File: config.mk
export PLATFORM = sky130hd
export DESIGN_NAME = rau_fifo
export DESIGN_NICKNAME = d
export VERILOG_FILES = /design/src/sv/rau_pkg.sv /design/src/sv/rau_fifo.sv
export SDC_FILE = /design/constraint.sdc
export NUM_CORES = 1
export LEC_CHECK = 0
export ABC_AREA = 1
export BUFFER_PORTS_ARGS = -buffer_cell sky130_fd_sc_hd__buf_2
export CAP_MARGIN = 15
export CORE_ASPECT_RATIO = 0.8
export CORE_MARGIN = 3
export CORE_UTILIZATION = 47
export DETAILED_ROUTE_END_ITERATION = 10
export PLACE_DENSITY = 0.84
export SYNTH_ARGS = -nofsm -noshare
export SYNTH_HDL_FRONTEND = slang
export SYNTH_SLANG_ARGS = --single-unit
File: constraint.sdc
create_clock -name clk -period 7.2 [get_ports clk]
set_clock_uncertainty 0.1 [all_clocks]
set_input_delay 1.44 -clock clk [delete_from_list [all_inputs] [get_ports clk]]
set_output_delay 1.44 -clock clk [all_outputs]
set_load 0.05 [all_outputs]
File: src/sv/rau_pkg.sv
// package: shared types and constants for the rational arithmetic unit
`default_nettype none
package rau_pkg;
	localparam int WIDTH = 32;
	localparam int MW = 64;

	typedef enum logic [2:0] {
		CMD_ADD = 3'd0,
		CMD_SUB = 3'd1,
		CMD_MUL = 3'd2,
		CMD_DIV = 3'd3,
		CMD_CMP = 3'd4
	} cmd_t;

	typedef enum logic [1:0] {
		ST_OK   = 2'd0,
		ST_ERR  = 2'd1,
		ST_OVF  = 2'd2
	} status_t;

	// classified job handed from front to back
	typedef struct packed {
		logic          early;    // result already known, no arithmetic
		logic          is_eq;
		logic [1:0]    status;
		logic [2:0]    cmd;
		logic          an_neg;
		logic [31:0]   an_mag;
		logic          ad_neg;
		logic [31:0]   ad_mag;
		logic          bn_neg;
		logic [31:0]   bn_mag;
		logic          bd_neg;
		logic [31:0]   bd_mag;
	} job_t;

	typedef struct packed {
		logic signed [31:0] num;
		logic [30:0]        den;
		logic               is_eq;
		logic [1:0]         status;
	} res_t;

	function automatic logic [31:0] mag32(input logic [31:0] v);
		return v[31] ? (~v + 32'd1) : v;
	endfunction
endpackage
`default_nettype wire

File: src/sv/rau_fifo.sv
// two-entry queue between front end and back end
`default_nettype none
module rau_fifo (
	input  wire logic         clk,
	input  wire logic         arst_n,
	input  wire logic         wr_valid,
	output logic              wr_stall,
	input  wire rau_pkg::job_t wr_data,
	output logic              rd_valid,
	input  wire logic         rd_take,
	output rau_pkg::job_t     rd_data
);
	import rau_pkg::*;

	job_t mem_q [2];
	logic wp_q, rp_q;
	logic [1:0] cnt_q;
	logic wr, rd;

	assign wr_stall = (cnt_q == 2'd2);
	assign rd_valid = (cnt_q != 2'd0);
	assign rd_data  = mem_q[rp_q];
	assign wr = wr_valid && !wr_stall;
	assign rd = rd_take && rd_valid;

	always_ff @(posedge clk or negedge arst_n) begin
		if (!arst_n) begin
			wp_q <= 1'b0;
			rp_q <= 1'b0;
			cnt_q <= 2'd0;
		end else begin
			if (wr) wp_q <= ~wp_q;
			if (rd) rp_q <= ~rp_q;
			cnt_q <= cnt_q + 2'(wr) - 2'(rd);
		end
	end

	always_ff @(posedge clk) begin
		if (wr) begin
			mem_q[wp_q] <= wr_data;
		end
	end
endmodule
`default_nettype wire

Word level (Yosys, flattened, before mapping):

Memory sizes are Yosys's and may differ from the RTL's.
Index checks and enable logic that the tools add are counted.

* $add $sub $neg: 2
* equality and inequality tests: 1
* muxes and demuxes: 2
* bitwise gates (word level): 2
* reduce and logical (&&, ||, !) cells: 4

Operators with widths (number)
* adder 2 x 1 -> 2 bit: 1
* == test 2 bit (second input constant): 1
* logical AND 1 bit: 2
* 2-to-1 mux 1 bit: 2
* NOT 1 bit: 2
* nonzero test 2 bit: 1
* subtractor 2 x 1 -> 2 bit: 1
* zero test 1 bit: 1

* register bits: 4
* bits in writable memories: 278
* bits of input ports: 143
* output and inout port bits: 141
* word-level logic and storage cells: 15
* memories: 1

Memories
* mem_q: depth 2, bits a word 139, read ports 1, clocked after memory_dff 0, wr ports 1, line rau_fifo.sv:15 `job_t mem_q [2];`

Depth between registers and ports, before layout:

Gate-level depths: netlist (run 1).

* word-level depth: 5
* mapped depth: 10
* depth with buffers taken out: 10

Worst setup path after synthesis (run 1):

OpenSTA, ideal clock, no wires.

* path type: input to register
* start point: input wr_valid
* end point: memory mem_q[1][0] (netlist name) (enable)
* library setup time: 0.639 ns
* arrival: 7.296 ns
* data required time: 6.461 ns
* setup slack: -0.835 ns
* cell stages on the path: 2
* buffers on the path: 0
* path through: nand2_1 -> nor2_1

* longest elaborated chain between the ends: 3

Ends and longest elaborated chain
* start, declared: line rau_fifo.sv:6 `input wire logic wr_valid,`
* logical AND 1 bit: line rau_fifo.sv:23 `assign wr = wr_valid && !wr_stall;`
* 2-to-1 mux 1 bit: line rau_fifo.sv:39 `if (wr) begin`
* 2-to-1 mux 1 bit (not written as such): line rau_fifo.sv:40 `mem_q[wp_q] <= wr_data;`
* end, declared: line rau_fifo.sv:15

Every way passes these cells.

==> results.tsv, run 1 <==
metric	value	unit
status	finished clean	
worstPathArrival	3.34	ns
end_kind	output pin	
io_buffer_count	283	
cts_tree	yes	
postSynthCellCount	759	
drv_cap	0	
synth_cell_types	11	
ys_seq_area_share	81.45	%
cts_max_path_buffers	3	
fin_cells	1332	
cts_num_sinks	282	
grt_pass1_vias	6298	
drt-total-wl	21590	um
cp-start-kind	flip-flop	
synthAdderAreaFrac	0.2413	%
cts_resized	0	
synth_area	0.01037	mm2
wire_per_inst	16.20	um
ios	284	
synth.net_count	904	
syn2layout_area_growth	23.16	%
synth_compound_area_share	0	%
antenna_found_initial	3	
rsz0062_at_grt	false	
h-tree-depth	1	
die-area	0.02390	mm2
post-place-cells	1285	
cp.required	5.66	ns
finalCritPeriodShare	67.74	%
cts_root_buf	clkbuf_16	
drc_errors	0	
yosys.area_share.xor_xnor	0	%
synth_top_cell_area_share	80.48	%
vias_per_cell	4.862	
die_w	172.1	um
layout.nets	1190	
clk_latency	0.52	ns
finalSetupViolations	0	
grt.total_usage	17.16	%
syn_area_per_cell	13.67	um2
crit_path_top_delay_cell	dfrtp_4	
ant_nets	0	
fill_cells	1611	
crit_type	reg -> out	
cts.clk_slew.worst_paths	0.06	ns
synth_top_family_by_area	simple AND/OR/NAND/NOR gates	
crit_top_cell	nand2_1	
min_period	4.877	ns
ys_top_cells_by_area	edfxtp_1 80%, nand2_1 16%, buf_6 1.2%	
overflow	0	
yosysTopAreaCell	edfxtp_1	
worst_slew_pin_slew	1.021	ns
fmax	205.0	MHz
grt_max_degree	76	
gpl.final_weighted_congestion	0.7650	
synth_warnings	0	
core.rowCount	47	
min_path_cells	2	
vias	6476	
core	0.02117	mm2
die_y	138.9	um
grt_pass1_wl	32510	um
relSlewSlack	31.91	%
cts_buffers	27	
drive_gt1_share	30.98	%
hold_viol_final	0	
first_pass_iters	5	
synth-seq-cells	282	
drtIter0Drc	450	
finish.utilization	60.34	%
path_cells	inv_4 > buf_4 > nand2_1 > nand2_1 > buf_2	
hold_path.class	reg -> reg	
hold_buffers	0	
max_stage_delay	0.76	ns
r2r_cells	4	
yosys.area_share.simple	15.74	%
tns	0	ns
drv_slew	0	
initial_core_util	49.00	%
synthMuxAreaShare	0	%
dp_hpwl	14060	um
worstPathMaxFanout	74	
postCtsSetupBuffers	0	
-- through the flow --
step,setup WS (ns),hold slack (ns),instance area [um2]
3_5_place_dp,2.908,0.3636,11950
3_3_place_gp,2.929,0.3597,11950
5_1_grt,2.102,0.4143,12770
6_report,2.323,0.3912,12770
2_1_floorplan,1.514,0.3419,10380
4_1_cts,2.335,0.3837,12770
-- worst max-delay path: cells and delay by family, from the launching register on --
kind	cells	cell delay (ns)
buf+inv	3	1.63
flops	1	0.76
simple gates	2	0.23
-- per-layer routing --
layer | GRT usage [%] | wire length, um | vias to the layer above
met5 | 0 | 42 | -
met4 | 5.586 | 692 | 6
met3 | 5.272 | 2005 | 56
met2 | 29.45 | 10790 | 272
met1 | 20.72 | 8059 | 3008
li1 | - | - | 3134
-- Yosys cell counts --
cell type and number:
nand2_1 430, edfxtp_1 278, buf_2 18, buf_6 11, inv_1 9, dfrtp_1 4, nand3_1 3, buf_4 2
ha_1 2, inv_2 1, nor2_1 1
-- sequential cells by signal, indices dropped and copies added (netlist names) --
register  cells
rp_q          1
wp_q          1
mem_q       278
cnt_q         2
-- layout make-up --
class	count	area (um2)	share of cell area, %
well taps	269	336.6	2.635
multi-input cells	436	1665	13.04
inverters	10	45.04	0.3526
flip-flops and latches	282	8452	66.16
clock buffers	33	698.2	5.465
diodes	1	2.502	0.01959
repair buffers	288	1454	11.38
clock inverters	13	121.4	0.9500
-- layout by cell type, fill, tap and decap left out, drive strengths merged --
cell,synthesis,routed
buf,31,288
bufinv,0,2
clkbuf,0,33
clkinv,0,8
clkinvlp,0,1
dfrtp,4,4
diode,0,1
edfxtp,278,278
ha,2,2
inv,10,12
nand2,430,430
nand3,3,3
nor2,1,1
-- cells by family after synthesis --
kind of cell | after synthesis
buf+inv | 41
simple gates | 434
flops | 282
fa+ha+maj | 2
-- final timing paths --
| path | start | to | slack (ns) |
|---|---|---|---|
| worst min register to register | wp_q$_DFFE_PN0N_ | wp_q$_DFFE_PN0N_ | 0.39 |
| worst max-delay path | rp_q$_DFFE_PN0P_ | rd_data[88] | 2.32 |
| worst max register to register | wp_q$_DFFE_PN0N_ | mem_q[0][99]$_DFFE_PP_ | 4.63 |
| max in group asynchronous | arst_n | rp_q$_DFFE_PN0P_ | 6.24 |
| min in group asynchronous | arst_n | wp_q$_DFFE_PN0N_ | 0.62 |
| worst min-delay path | wp_q$_DFFE_PN0N_ | wp_q$_DFFE_PN0N_ | 0.39 |
Power of run 1 is not shown: default switching activity piles up to over one toggle a cycle in this logic, so the estimate is an artifact.
==> run 2: changes to the inputs <==
--- a/config.mk
+++ b/config.mk
@@ -10,9 +10,9 @@
 export CAP_MARGIN = 15
 export CORE_ASPECT_RATIO = 0.8
 export CORE_MARGIN = 3
-export CORE_UTILIZATION = 47
+export CORE_UTILIZATION = 52
 export DETAILED_ROUTE_END_ITERATION = 10
-export PLACE_DENSITY = 0.84
+export PLACE_DENSITY = 0.87
 export SYNTH_ARGS = -nofsm -noshare
 export SYNTH_HDL_FRONTEND = slang
 export SYNTH_SLANG_ARGS = --single-unit
==> constraint.sdc (replaced) <==
create_clock -name clk -period 4.95 [get_ports clk]
set_clock_uncertainty 0.1 [all_clocks]
set_input_delay 0.99 -clock clk [delete_from_list [all_inputs] [get_ports clk]]
set_output_delay 0.99 -clock clk [all_outputs]
set_load 0.05 [all_outputs]
==> results.tsv, run 2 (synthesis results as in run 1) <==
metric	value	unit
crit_path_top_delay_cell	dfrtp_4	
ios	284	
drtIter0Drc	509	
busiest_layer	met2	
drive_gt1_share	30.57	%
cts_tree	yes	
grt_pass1_wl	32510	um
first_pass_iters	5	
rsz0062_at_grt	false	
drv_cap	0	
ant_nets	0	
top_register	mem_q	
vias_per_cell	4.977	
gpl.final_weighted_congestion	0.7680	
grt_use_met2	32.76	%
grt_max_degree	137	
fmax	254.8	MHz
cts_buffers	26	
overflow	0	
finalSetupViolations	0	
fill_cells	1348	
syn2layout_area_growth	23.09	%
dp_hpwl	13410	um
dpl_cell_area	0.01197	mm2
worstPathArrival	2.84	ns
cts.clk_slew.worst_paths	0.06	ns
top_regs	mem_q (278), cnt_q (2)	
finalCritPeriodShare	79.30	%
mostFrequentLayoutCells	430 x nand2_1, 283 x buf_2, 278 x edfxtp_1	
clk_latency	0.52	ns
final_common_cell	nand2_1	
path_cells	buf_4 > nand2_1 > nand2_1 > buf_2	
met3_usage	5.810	%
worst_slew_pin_slew	0.8723	ns
cts_root_buf	clkbuf_16	
drt-total-wl	21380	um
stdcell_area	0.01277	mm2
grt_pass1_vias	6506	
drc_errors	0	
die-area	0.02169	mm2
crit_type	reg -> out	
worstPathMaxFanout	82	
core	0.01926	mm2
cts_resized	0	
hold_viol_final	0	
initial_core_util	53.87	%
crit_end	rd_data[41]	
cts_max_path_buffers	3	
status	finished clean	
h-tree-depth	1	
wire_per_inst	16.13	um
io_buffer_count	283	
grt.total_usage	19.23	%
worst_r2r_startpoint	cnt_q[1]$_DFF_PN0_	
cts_num_sinks	282	
relSlewSlack	41.84	%
postCtsSetupBuffers	0	
r2r_cells	4	
cp-startpoint	rp_q$_DFFE_PN0P_	
min_period	3.925	ns
die_w	163.9	um
tns	0	ns
vias	6594	
hold_path.class	in -> async	
end_kind	output pin	
cp.required	3.86	ns
reg2reg_to	mem_q[0][83]$_DFFE_PP_	
largest_reg_flops	278	
drv_slew	0	
r2r_slack	2.84	ns
met1_usage	22.92	%
hold_buffers	0	
cp-start-kind	flip-flop	
antenna_found_initial	6	
max_stage_delay	0.85	ns
core.rowCount	45	
crit_top_cell	nand2_1	
layout.nets	1188	
die_y	132.3	um
[run 2: cell count changes in the layout (fill, tap and decap cells not counted), sizes merged]
cell,before,now
buf,288,287
bufinv,2,1
clkbuf,33,37
clkinv,8,10
clkinvlp,1,0
diode,1,4
inv,12,10
[run 2: cell type report]
type                       instances  area (um2)  share of cell area (%)
antenna                            4       10.01                 0.07840
clock buffer                      37       713.2                   5.586
clock inverter                    11       75.07                  0.5880
inverter                          10       45.04                  0.3528
multi-input combinational        436        1665                   13.04
sequential                       282        8452                   66.20
tap                              258       322.8                   2.528
timing repair buffer             287        1484                   11.62
[run 2: per-stage QoR]
stage / util [%] / cells / setup WS (ns) / hold slack (ns)
floorplan: - / 759 / 0.5820 / 0.3419
global placement: 62.16 / 1273 / 1.594 / 0.3580
detailed placement: 62.16 / 1273 / 1.576 / 0.3630
CTS: 66.25 / 1321 / 0.9817 / 0.1493
global route: 66.30 / 1325 / 0.8223 / 0.1511
finish: 66.30 / 1325 / 1.025 / 0.1677
[run 2: routing by layer]
layer  share of wire (%)  vias up
met5               0.098        -
met4                 3.6        4
met3                 8.6       61
met2                  50      283
met1                  37     3131
li1                    -     3115
[run 2: worst max-delay path: cells and delay by family (launching register included)]
family / cells / cell delay, ns
buffers and inverters: 2 / 1.04
flip-flops: 1 / 0.85
AND/OR/NAND/NOR: 2 / 0.30
[run 2: worst min path at each step]
| stage | endpoint | slack (ns) | cells after the start |
|---|---|---|---|
| after floorplan | wp_q$_DFFE_PN0N_ | 0.34 | 2 |
| after global placement | wp_q$_DFFE_PN0N_ | 0.36 | 2 |
| after detailed placement | wp_q$_DFFE_PN0N_ | 0.36 | 2 |
| after CTS | cnt_q[1]$_DFF_PN0_ | 0.15 | 1 |
| after global routing | cnt_q[0]$_DFF_PN0_ | 0.15 | 1 |
| final | wp_q$_DFFE_PN0N_ | 0.17 | 1 |
Power of run 2 is left out for the same reason.
