$ cat config.mk
export PLATFORM = sky130hd
export DESIGN_NAME = rau_front
export DESIGN_NICKNAME = d
export VERILOG_FILES = /design/src/sv/rau_pkg.sv /design/src/sv/rau_front.sv
export SDC_FILE = /design/constraint.sdc
export NUM_CORES = 1
export LEC_CHECK = 0
export BUFFER_PORTS_ARGS = -buffer_cell sky130_fd_sc_hd__buf_4
export CORE_AREA = 10 10 166 168
export CTS_BUF_LIST = sky130_fd_sc_hd__clkbuf_16
export DETAILED_ROUTE_END_ITERATION = 8
export DIE_AREA = 0 0 176 178
export PLACE_DENSITY_LB_ADDON = 0.2
export SYNTH_ARGS = -nofsm -noshare
export SYNTH_HDL_FRONTEND = slang
export SYNTH_SLANG_ARGS = --single-unit
export TNS_END_PERCENT = 50
$ cat constraint.sdc
create_clock -name clk -period 11.44 [get_ports clk]
set_input_delay 1.716 -clock clk [delete_from_list [all_inputs] [get_ports clk]]
set_output_delay 1.716 -clock clk [all_outputs]
set_load 0.05 [all_outputs]
$ cat src/sv/rau_pkg.sv
// package: shared types and constants for the rational arithmetic unit
`default_nettype none
package rau_pkg;
	localparam int WIDTH = 32;
	localparam int MW = 64;

	typedef enum logic [2:0] {
		CMD_ADD = 3'd0,
		CMD_SUB = 3'd1,
		CMD_MUL = 3'd2,
		CMD_DIV = 3'd3,
		CMD_CMP = 3'd4
	} cmd_t;

	typedef enum logic [1:0] {
		ST_OK   = 2'd0,
		ST_ERR  = 2'd1,
		ST_OVF  = 2'd2
	} status_t;

	// classified job handed from front to back
	typedef struct packed {
		logic          early;    // result already known, no arithmetic
		logic          is_eq;
		logic [1:0]    status;
		logic [2:0]    cmd;
		logic          an_neg;
		logic [31:0]   an_mag;
		logic          ad_neg;
		logic [31:0]   ad_mag;
		logic          bn_neg;
		logic [31:0]   bn_mag;
		logic          bd_neg;
		logic [31:0]   bd_mag;
	} job_t;

	typedef struct packed {
		logic signed [31:0] num;
		logic [30:0]        den;
		logic               is_eq;
		logic [1:0]         status;
	} res_t;

	function automatic logic [31:0] mag32(input logic [31:0] v);
		return v[31] ? (~v + 32'd1) : v;
	endfunction
endpackage
`default_nettype wire

$ cat src/sv/rau_front.sv
// front end: accepts beats, splits operands into sign and magnitude, flags errors
`default_nettype none
module rau_front (
	input  wire logic        clk,
	input  wire logic        arst_n,
	input  wire logic        in_valid,
	output logic             in_stall,
	input  wire logic [2:0]  command,
	input  wire logic [31:0] a_num,
	input  wire logic [31:0] a_den,
	input  wire logic [31:0] b_num,
	input  wire logic [31:0] b_den,
	output logic             job_valid,
	input  wire logic        job_stall,
	output rau_pkg::job_t    job
);
	import rau_pkg::*;

	job_t job_q;
	logic valid_q;
	job_t cls;

	assign in_stall  = valid_q && job_stall;
	assign job_valid = valid_q;
	assign job       = job_q;

	// classify the incoming beat
	always_comb begin
		cls = '0;
		cls.cmd    = command;
		cls.an_mag = mag32(a_num);
		cls.ad_mag = mag32(a_den);
		cls.bn_mag = mag32(b_num);
		cls.bd_mag = mag32(b_den);
		cls.an_neg = a_num[31] && (a_num != '0);
		cls.ad_neg = a_den[31];
		cls.bn_neg = b_num[31] && (b_num != '0);
		cls.bd_neg = b_den[31];
		if (command > 3'(CMD_CMP) || a_den == '0 || b_den == '0) begin
			cls.early = 1'b1;
			cls.status = ST_ERR;
		end else if (command == 3'(CMD_DIV) && b_num == '0) begin
			cls.early = 1'b1;
			cls.status = ST_ERR;
		end
	end

	// one-entry hold register
	always_ff @(posedge clk or negedge arst_n) begin
		if (!arst_n) begin
			valid_q <= 1'b0;
		end else if (!in_stall) begin
			valid_q <= in_valid;
		end
	end

	always_ff @(posedge clk) begin
		if (!in_stall && in_valid) begin
			job_q <= cls;
		end
	end
endmodule
`default_nettype wire

Yosys cells after proc, flatten, opt, wreduce, memory -nomap -nowiden. Index checks and enable logic that the tools add are counted.

Logic and storage cells: 45. Output and inout port bits: 141. Register bits: 139. Input port bits: 135.

Order comparisons: 1. Reductions and logical operators: 13. Mux-type cells: 6. Bitwise logic cells: 4. Add/sub/neg operators: 4. Eq/ne operators: 1.

Operators with widths (number): adder 32 x 1 -> 32 bit (second input constant) (4); inverter 32 bit (4); two-way mux 31 bit (4); logical NOT 32 bit (3); nonzero test 32 bit (2); logical AND 1 bit (5); equality test 3 x 2 -> 1 bit (second input constant) (1); greater-than comparator 3 bit (second input constant) (1); logical OR 1 bit (2); two-way mux 1 bit (2); logical NOT 1 bit (1).

Logic depth before layout (Yosys ltp). Gate-level depths: netlist of run 1.

Depth after elaboration: 3. Mapped depth: 6. Gate-level depth less buffers: 6.

Least setup slack after synthesis of run 1. Ideal clock, no wire load.

Path type: input port to flip-flop. Start point: in job_stall. End point: reg job_q (netlist bit job[0]), enable pin. Path buffers: 0. Path slack: 2741 ps. Data required time: 10794 ps. Arrival time: 8053 ps. Setup time: 646 ps. Stages: 2. Cells stage by stage: and2_1 -> nor2b_1.

Cells in the longest elaborated chain, start to end: 3.

Ends and longest elaborated chain: from (decl) (RTL line rau_front.sv:14) `input wire logic job_stall,`; logical AND 1 bit (RTL line rau_front.sv:23) `assign in_stall = valid_q && job_stall;`; logical NOT 1 bit (RTL line rau_front.sv:58) `if (!in_stall && in_valid) begin`; logical AND 1 bit (RTL line rau_front.sv:58); to (signal assigned) (RTL line rau_front.sv:59) `job_q <= cls;`; to (decl) (RTL line rau_front.sv:19) `job_t job_q;`.

No other way between the ends. A chain may end at the register's enable or synchronous reset.

Worst setup path in the final report of run 1.
Start point: in job_stall. End point: out in_stall.

Cells in the longest elaborated chain, start to end: 1.

Ends and longest elaborated chain: logical AND 1 bit (RTL line rau_front.sv:23); to (decl) (RTL line rau_front.sv:7) `output logic in_stall,`.

No other way between the ends.

==> reports/metrics.yaml, run 1 <==
max_freq_ghz: 0.255
critical_path_class: "primary input to output pin"
status: "finished, final reports clean"
r2r_slack_ns: 8.75
cts_sinks: 137
clk_pin_slew_worst_paths_ns: 0.05
crit_fanout: 3
switching_share_pct: 30.4
gp_routability_congestion: 0.776
vias: 5566
gr-usage-all-layers_pct: 13.8
start_util_pct: 29.8
path_depth: 3
cts_setup_buffers: 0
cp_top_family: "buffers and inverters"
seq_area_sq_um: 4110
ys.flop_type: "edfxtp_1"
diodes: 0
async_reset_ff_share_pct: 0.730
rows: 57
ant_nets: 0
crit_required_ns: 9.72
min_path_type: "flip-flop to flip-flop"
synth_area_sq_um: 7190
numCtsBuffers: 17
p_clk_share_pct: 35.1
cp_slowest_stage_delay_ns: 0.23
ir_drop_mv: 0.0801
fill_cells: 2323
synth_top_area_cell: "edfxtp_1"
routed_via_density: 4.72
layout-area-overhead-vs-synth_pct: 40.2
synth_warnings: 0
cp_num_buf_inv: 2
cts_tree: "yes"
wl_microns: 22200
grt_pass1_wl_microns: 33800
skew_ns: 0.00789
timing.critical_path.to: "in_stall"
reg2reg_from: "job_valid$_DFFE_PN0N_"
clock-root-buffer: "clkbuf_16"
grt_overflow: 0
grt_setup_unrepaired: "false"
grt_max_degree: 75
final-hold-violation-count: 0
critPathArrivalTime_ns: 2.21
ios: 276
p_per_area_nw_per_um2: 144
synth-edff-count: 136
total_power_uw: 1450
wl_per_cell_microns: 18.9
core-area_sq_um: 24100
cts-hold-fix-buffers: 0
clk_path_buf_depth: 2
fin_setup_tns_ns: 0
multi_input_area_sq_um: 2930
die_w_microns: 176
endpoint_kind: "output pin"
tightest_slew_ns: 1.05
nNetsFinal: 985
crit_path_start: "job_stall"
p_leak_uw: 0.00368
slew_headroom_pct: 29.2
max-cap-violations: 0
clock_latency_ns: 0.41
drcViolationCount: 0
slew_viol_final: 0
wl_met2_microns: 10700
comb_power_share_pct: 22.8
finalSetupViolCount: 0
syn_avg_cell_area_sq_um: 12.6
ys_ff_latch: 137
worst_path_most_repeated_cell: "buf_4"
p_switching_uw: 440
dieArea_sq_um: 31300
portBuffers: 273
top_layer: "met4"
ys_seq_area_share_pct: 57.1
path_cells: "buf_4 > and2_1 > buf_4"
syn_inst: 572
drive_gt1_share_pct: 38.4
synth_top_area_share_pct: 56.8
r2r-end: "job[78]$_DFFE_PP_"
die_height_microns: 178
yosysUniqueCellTypes: 36
wl_met1_microns: 9470
postCtsResizedCells: 0
worstSetupStartpointType: "primary input"
min_period_over_period_pct: 34.3
drt_iter0_markers: 235
p_int_uw: 1010
finalCriticalPeriod_ns: 3.92
slowest_stage: "buf_4"
synth_area_leaders: "edfxtp_1 (57%), xnor2_1 (14%), o41ai_1 (3.4%)"
htreeDepth: 4
r2r_cells: 4
grt_pass1_vias: 5857
antenna_found_initial: 0
seqPwrFrac_pct: 42.1
route.met3.wl_microns: 1730
hpwl_microns: 17100
dr.pass1.iters: 4
Yosys cell counts, drive strengths merged, types with 2 or more instances:
| cell type | count |
|---|---|
| or4 | 11 |
| nand3 | 7 |
| xnor2 | 116 |
| nand2 | 42 |
| o21ai | 31 |
| ha | 8 |
| nand4 | 10 |
| buf | 8 |
| or2 | 10 |
| nor3 | 16 |
| nor2b | 3 |
| clkbuf | 17 |
| nor4 | 15 |
| or3 | 13 |
| nor3b | 2 |
| inv | 11 |
| nand3b | 11 |
| nor2 | 15 |
| o31ai | 32 |
| nand2b | 9 |
| edfxtp | 136 |
| nand4b | 3 |
| o41ai | 38 |
metrics by stage:
step           std cells  setup WS (ns)  area (sq um)  hold WS (ns)  util, %
6_report            1178           7.52         10100         0.704     41.8
5_1_grt             1178           7.37         10100         0.739     41.8
3_5_place_dp        1147           7.04          9550         0.691     39.6
2_1_floorplan        573           2.74          7200          1.36        -
3_3_place_gp        1147           7.05          9550         0.689     39.6
4_1_cts             1178           7.46         10100         0.706     41.8
flip-flops by register name, summed over array words and instances (netlist names):
signal / flops
job: 136
job_valid: 1
placed cells by master (no fill, tap or decap), drive strengths merged, types with 10 or more instances in the layout:
| master | instances |
|---|---|
| or4 | 11 |
| inv | 14 |
| buf | 275 |
| o41ai | 38 |
| nor2 | 15 |
| xnor2 | 116 |
| nand3b | 11 |
| nand4 | 10 |
| clkbuf | 17 |
| o31ai | 32 |
| nand2 | 42 |
| o21ai | 31 |
| edfxtp | 136 |
| nor3 | 16 |
| or2 | 10 |
| or3 | 13 |
| nor4 | 15 |
area by class of cell:
type,count,area share (%)
clock buffers,17,4.22
clock inverters,14,1.08
inverters,11,0.410
multi-input cells,400,29.0
flip-flops and latches,137,40.8
well taps,324,4.02
repair buffers,275,20.5
how the worst min path moves through the flow:
stage | from | end | slack [ns] | cells after the start
6_report | job_valid$_DFFE_PN0N_ | job_valid$_DFFE_PN0N_ | 0.70 | 2
3_5_place_dp | job_valid$_DFFE_PN0N_ | job_valid$_DFFE_PN0N_ | 0.69 | 2
4_1_cts | job_valid$_DFFE_PN0N_ | job_valid$_DFFE_PN0N_ | 0.71 | 2
5_1_grt | job_valid$_DFFE_PN0N_ | job_valid$_DFFE_PN0N_ | 0.74 | 2
3_3_place_gp | job_valid$_DFFE_PN0N_ | job_valid$_DFFE_PN0N_ | 0.69 | 2
2_1_floorplan | job_valid$_DFFE_PN0N_ | job_valid$_DFFE_PN0N_ | 1.36 | 2
power groups by stage:
stage / combinational, uW / clock [uW] / sequential, uW
final: 330 / 509 / 611
after global routing: 351 / 548 / 615
after CTS: 334 / 528 / 612
after detailed placement: 334 / 0 / 622
after global placement: 333 / 0 / 621
after floorplan: 82.7 / 0 / 747
cells by family (layout without fill, tap and decap cells):
logic type	after synthesis	after routing	synth area share, %
flip-flops	137	137	57.1
adder cells (fa/ha/maj)	8	8	1.39
buffers and inverters	36	317	2.35
other	1	2	0.0521
AO/OA/AOI/OAI	102	102	11.4
XOR/XNOR	116	116	14.1
AND/OR/NAND/NOR	172	172	13.5
routing by layer:
metal / up-vias / GRT usage (%)
met5: - / 0
met4: 0 / 4.77
met3: 19 / 4.67
met2: 197 / 22.6
met1: 2613 / 16.6
li1: 2737 / -
tightest hold or removal path, stage by stage, from the launching register on:
cell and delay, ns:
dfrtp_1 0.33, and2_1 0.20, or2_2 0.13
(Power assumes the default switching activity.)
==> run 2: changes to the inputs <==
Clock period 11.44 ns to 3.7 ns, I/O delays scaled along.
==> run 2 against run 1 <==
  * Routed wire length grew 1.6%
  * Setup slack lost 6.2 ns
  * Global-route usage grew 0.42 points
  * Largest cell class unchanged
==> reports/metrics.yaml, run 2 (synthesis results as in run 1) <==
slew_headroom_pct: 37.8  # +8.6 points
min_path_type: "primary input to flip-flop"
path_cells: "buf_4 > nor4_1 > nand4b_1 > o41ai_1 > xnor2_1"
final-hold-violation-count: 0  # unchanged
seqPwrFrac_pct: 41.0  # -1.1 points
vias: 5612  # +0.83%
comb_power_share_pct: 22.4  # -0.4 points
p_switching_uw: 1390  # +220%
ir_drop_mv: 0.251  # +210%
min_period_over_period_pct: 64.4
skew_ns: 0.00789  # +0.00000208 ns
clock-root-buffer: "clkbuf_16"
die_height_microns: 178  # unchanged
start_util_pct: 29.8  # unchanged
finalCriticalPeriod_ns: 2.38
fill_cells: 2366  # +1.9%
crit_fanout: 13  # +10
grt_overflow: 0  # unchanged
slowest_stage: "nand4b_1"
slew_viol_final: 0  # unchanged
status: "finished, final reports clean"
cts_sinks: 137  # unchanged
post-route-util_pct: 42.2  # +0.40 points
grt_pass1_wl_microns: 34800  # +3.1%
endpoint_kind: "flip-flop"
htreeDepth: 4  # unchanged
nNetsFinal: 989  # +0.41%
clock_latency_ns: 0.42  # about the same
core-area_sq_um: 24100  # unchanged
drcViolationCount: 0  # unchanged
wl_microns: 22600  # +1.6%
diodes: 0  # unchanged
max_freq_ghz: 0.420
numCtsBuffers: 17  # unchanged
critical_path_class: "primary input to flip-flop"
drive_gt1_share_pct: 38.8  # +0.36 points
p_int_uw: 3210  # +220%
cts_setup_buffers: 0  # unchanged
fin_setup_tns_ns: 0  # unchanged
max-cap-violations: 0  # unchanged
largest_reg_flops: 136  # unchanged
layout-area-overhead-vs-synth_pct: 41.5
portBuffers: 273  # unchanged
drt_iter0_markers: 346  # +47%
cp_slowest_stage_delay_ns: 0.60  # +0.37 ns
dr.pass1.iters: 4  # unchanged
ios: 276  # unchanged
critPathArrivalTime_ns: 2.53  # +0.32 ns
crit_required_ns: 3.85  # -5.87 ns
p_leak_uw: 0.00373  # +1.4%
layout_common_cells: "buf_4 (276), edfxtp_1 (136), xnor2_1 (116), nand2_1 (42), o31ai_1 (32)"
clk_pin_slew_worst_paths_ns: 0.06  # about the same
cts_tree: "yes"
final_common_cell: "buf_4"
worstSetupStartpointType: "primary input"
gp_routability_congestion: 0.776  # about the same
hpwl_microns: 17300  # +1.4%
routed_via_density: 4.74  # +0.40%
wl_per_cell_microns: 19.1  # +1.2%
grt_pass1_vias: 5846  # -0.19%
p_per_area_nw_per_um2: 452  # +210%
gr-usage-all-layers_pct: 14.2  # +0.42 points
antenna_found_initial: 0  # unchanged
clk_path_buf_depth: 2  # unchanged
tightest_slew_ns: 0.925  # -0.128 ns
ant_nets: 0  # unchanged
die_w_microns: 176  # unchanged
grt_max_degree: 80  # +6.7%
grt_setup_unrepaired: "false"
finalSetupViolCount: 0  # unchanged
rows: 57  # unchanged
p_clk_share_pct: 36.6  # +1.5 points
dieArea_sq_um: 31300  # unchanged
switching_share_pct: 30.3  # -0.087 points
==> run 2: area by class of cell <==
class	count	area (sq um)	area share, %
Sequential cell	137	4110	40.4
Multi-Input combinational cell	400	2930	28.7
Inverter	11	41.3	0.406
Clock inverter	15	149	1.46
Tap cell	324	405	3.98
Clock buffer	17	425	4.18
Timing Repair Buffer	279	2120	20.9
==> run 2: stage by stage <==
step | total power, uW | area [sq um] | hold slack, ns | cells | setup WS, ns
after floorplan | 2550 | 7200 | 0.259 | 573 | 0.181
after global placement | 2960 | 9590 | 0.333 | 1150 | 0.928
after detailed placement | 2960 | 9590 | 0.333 | 1150 | 0.862
after CTS | 4660 | 10200 | 0.302 | 1183 | 1.30
after global routing | 4790 | 10200 | 0.309 | 1183 | 0.967
final | 4600 | 10200 | 0.322 | 1183 | 1.32
==> run 2: per-layer routing <==
metal  global-route usage, %  up-vias  wire, microns  share of wire [%]
li1                        -     2737              -                  -
met1                    17.2     2685           9490                 42
met2                    23.3      175          11000                 49
met3                    5.01       15           1780                7.9
met4                    4.24        0            257                1.1
met5                       0        -              0                  0
==> run 2: path summary, 6_finish.rpt <==
path                                        from               endpoint  slack [ns]  cells after the start
max                                     b_num[5]      job[58]$_DFFE_PP_        1.32                      5
min                                   command[2]     job[134]$_DFFE_PP_        0.32                      1
max reg2reg                job_valid$_DFFE_PN0N_      job[27]$_DFFE_PP_        2.13                      3
min reg2reg                job_valid$_DFFE_PN0N_  job_valid$_DFFE_PN0N_        0.72                      2
max in group asynchronous                 arst_n  job_valid$_DFFE_PN0N_        3.16                      2
min in group asynchronous                 arst_n  job_valid$_DFFE_PN0N_        0.46                      2
==> run 2: critical path: cells and delay by family <==
| family | cells | cell delay, ns |
|---|---|---|
| XOR/XNOR | 1 | 0.11 |
| buffers and inverters | 1 | 0.12 |
| AND/OR/NAND/NOR | 2 | 1.15 |
| AO/OA/AOI/OAI | 1 | 0.59 |
==> run 2: timing repair <==
action                                 4_1_cts  5_1_grt
endpoints found under the hold margin        1        0
setup endpoints to repair                    0        0
resized for setup                            0        0
hold buffers                                 1        0
==> run 2: power by group through the flow <==
stage	Clock, uW	Combinational, uW	Sequential [uW]
after floorplan	0	257	2290
after global placement	0	1040	1920
after detailed placement	0	1040	1920
after CTS	1730	1040	1890
after global routing	1790	1100	1900
final	1680	1030	1890
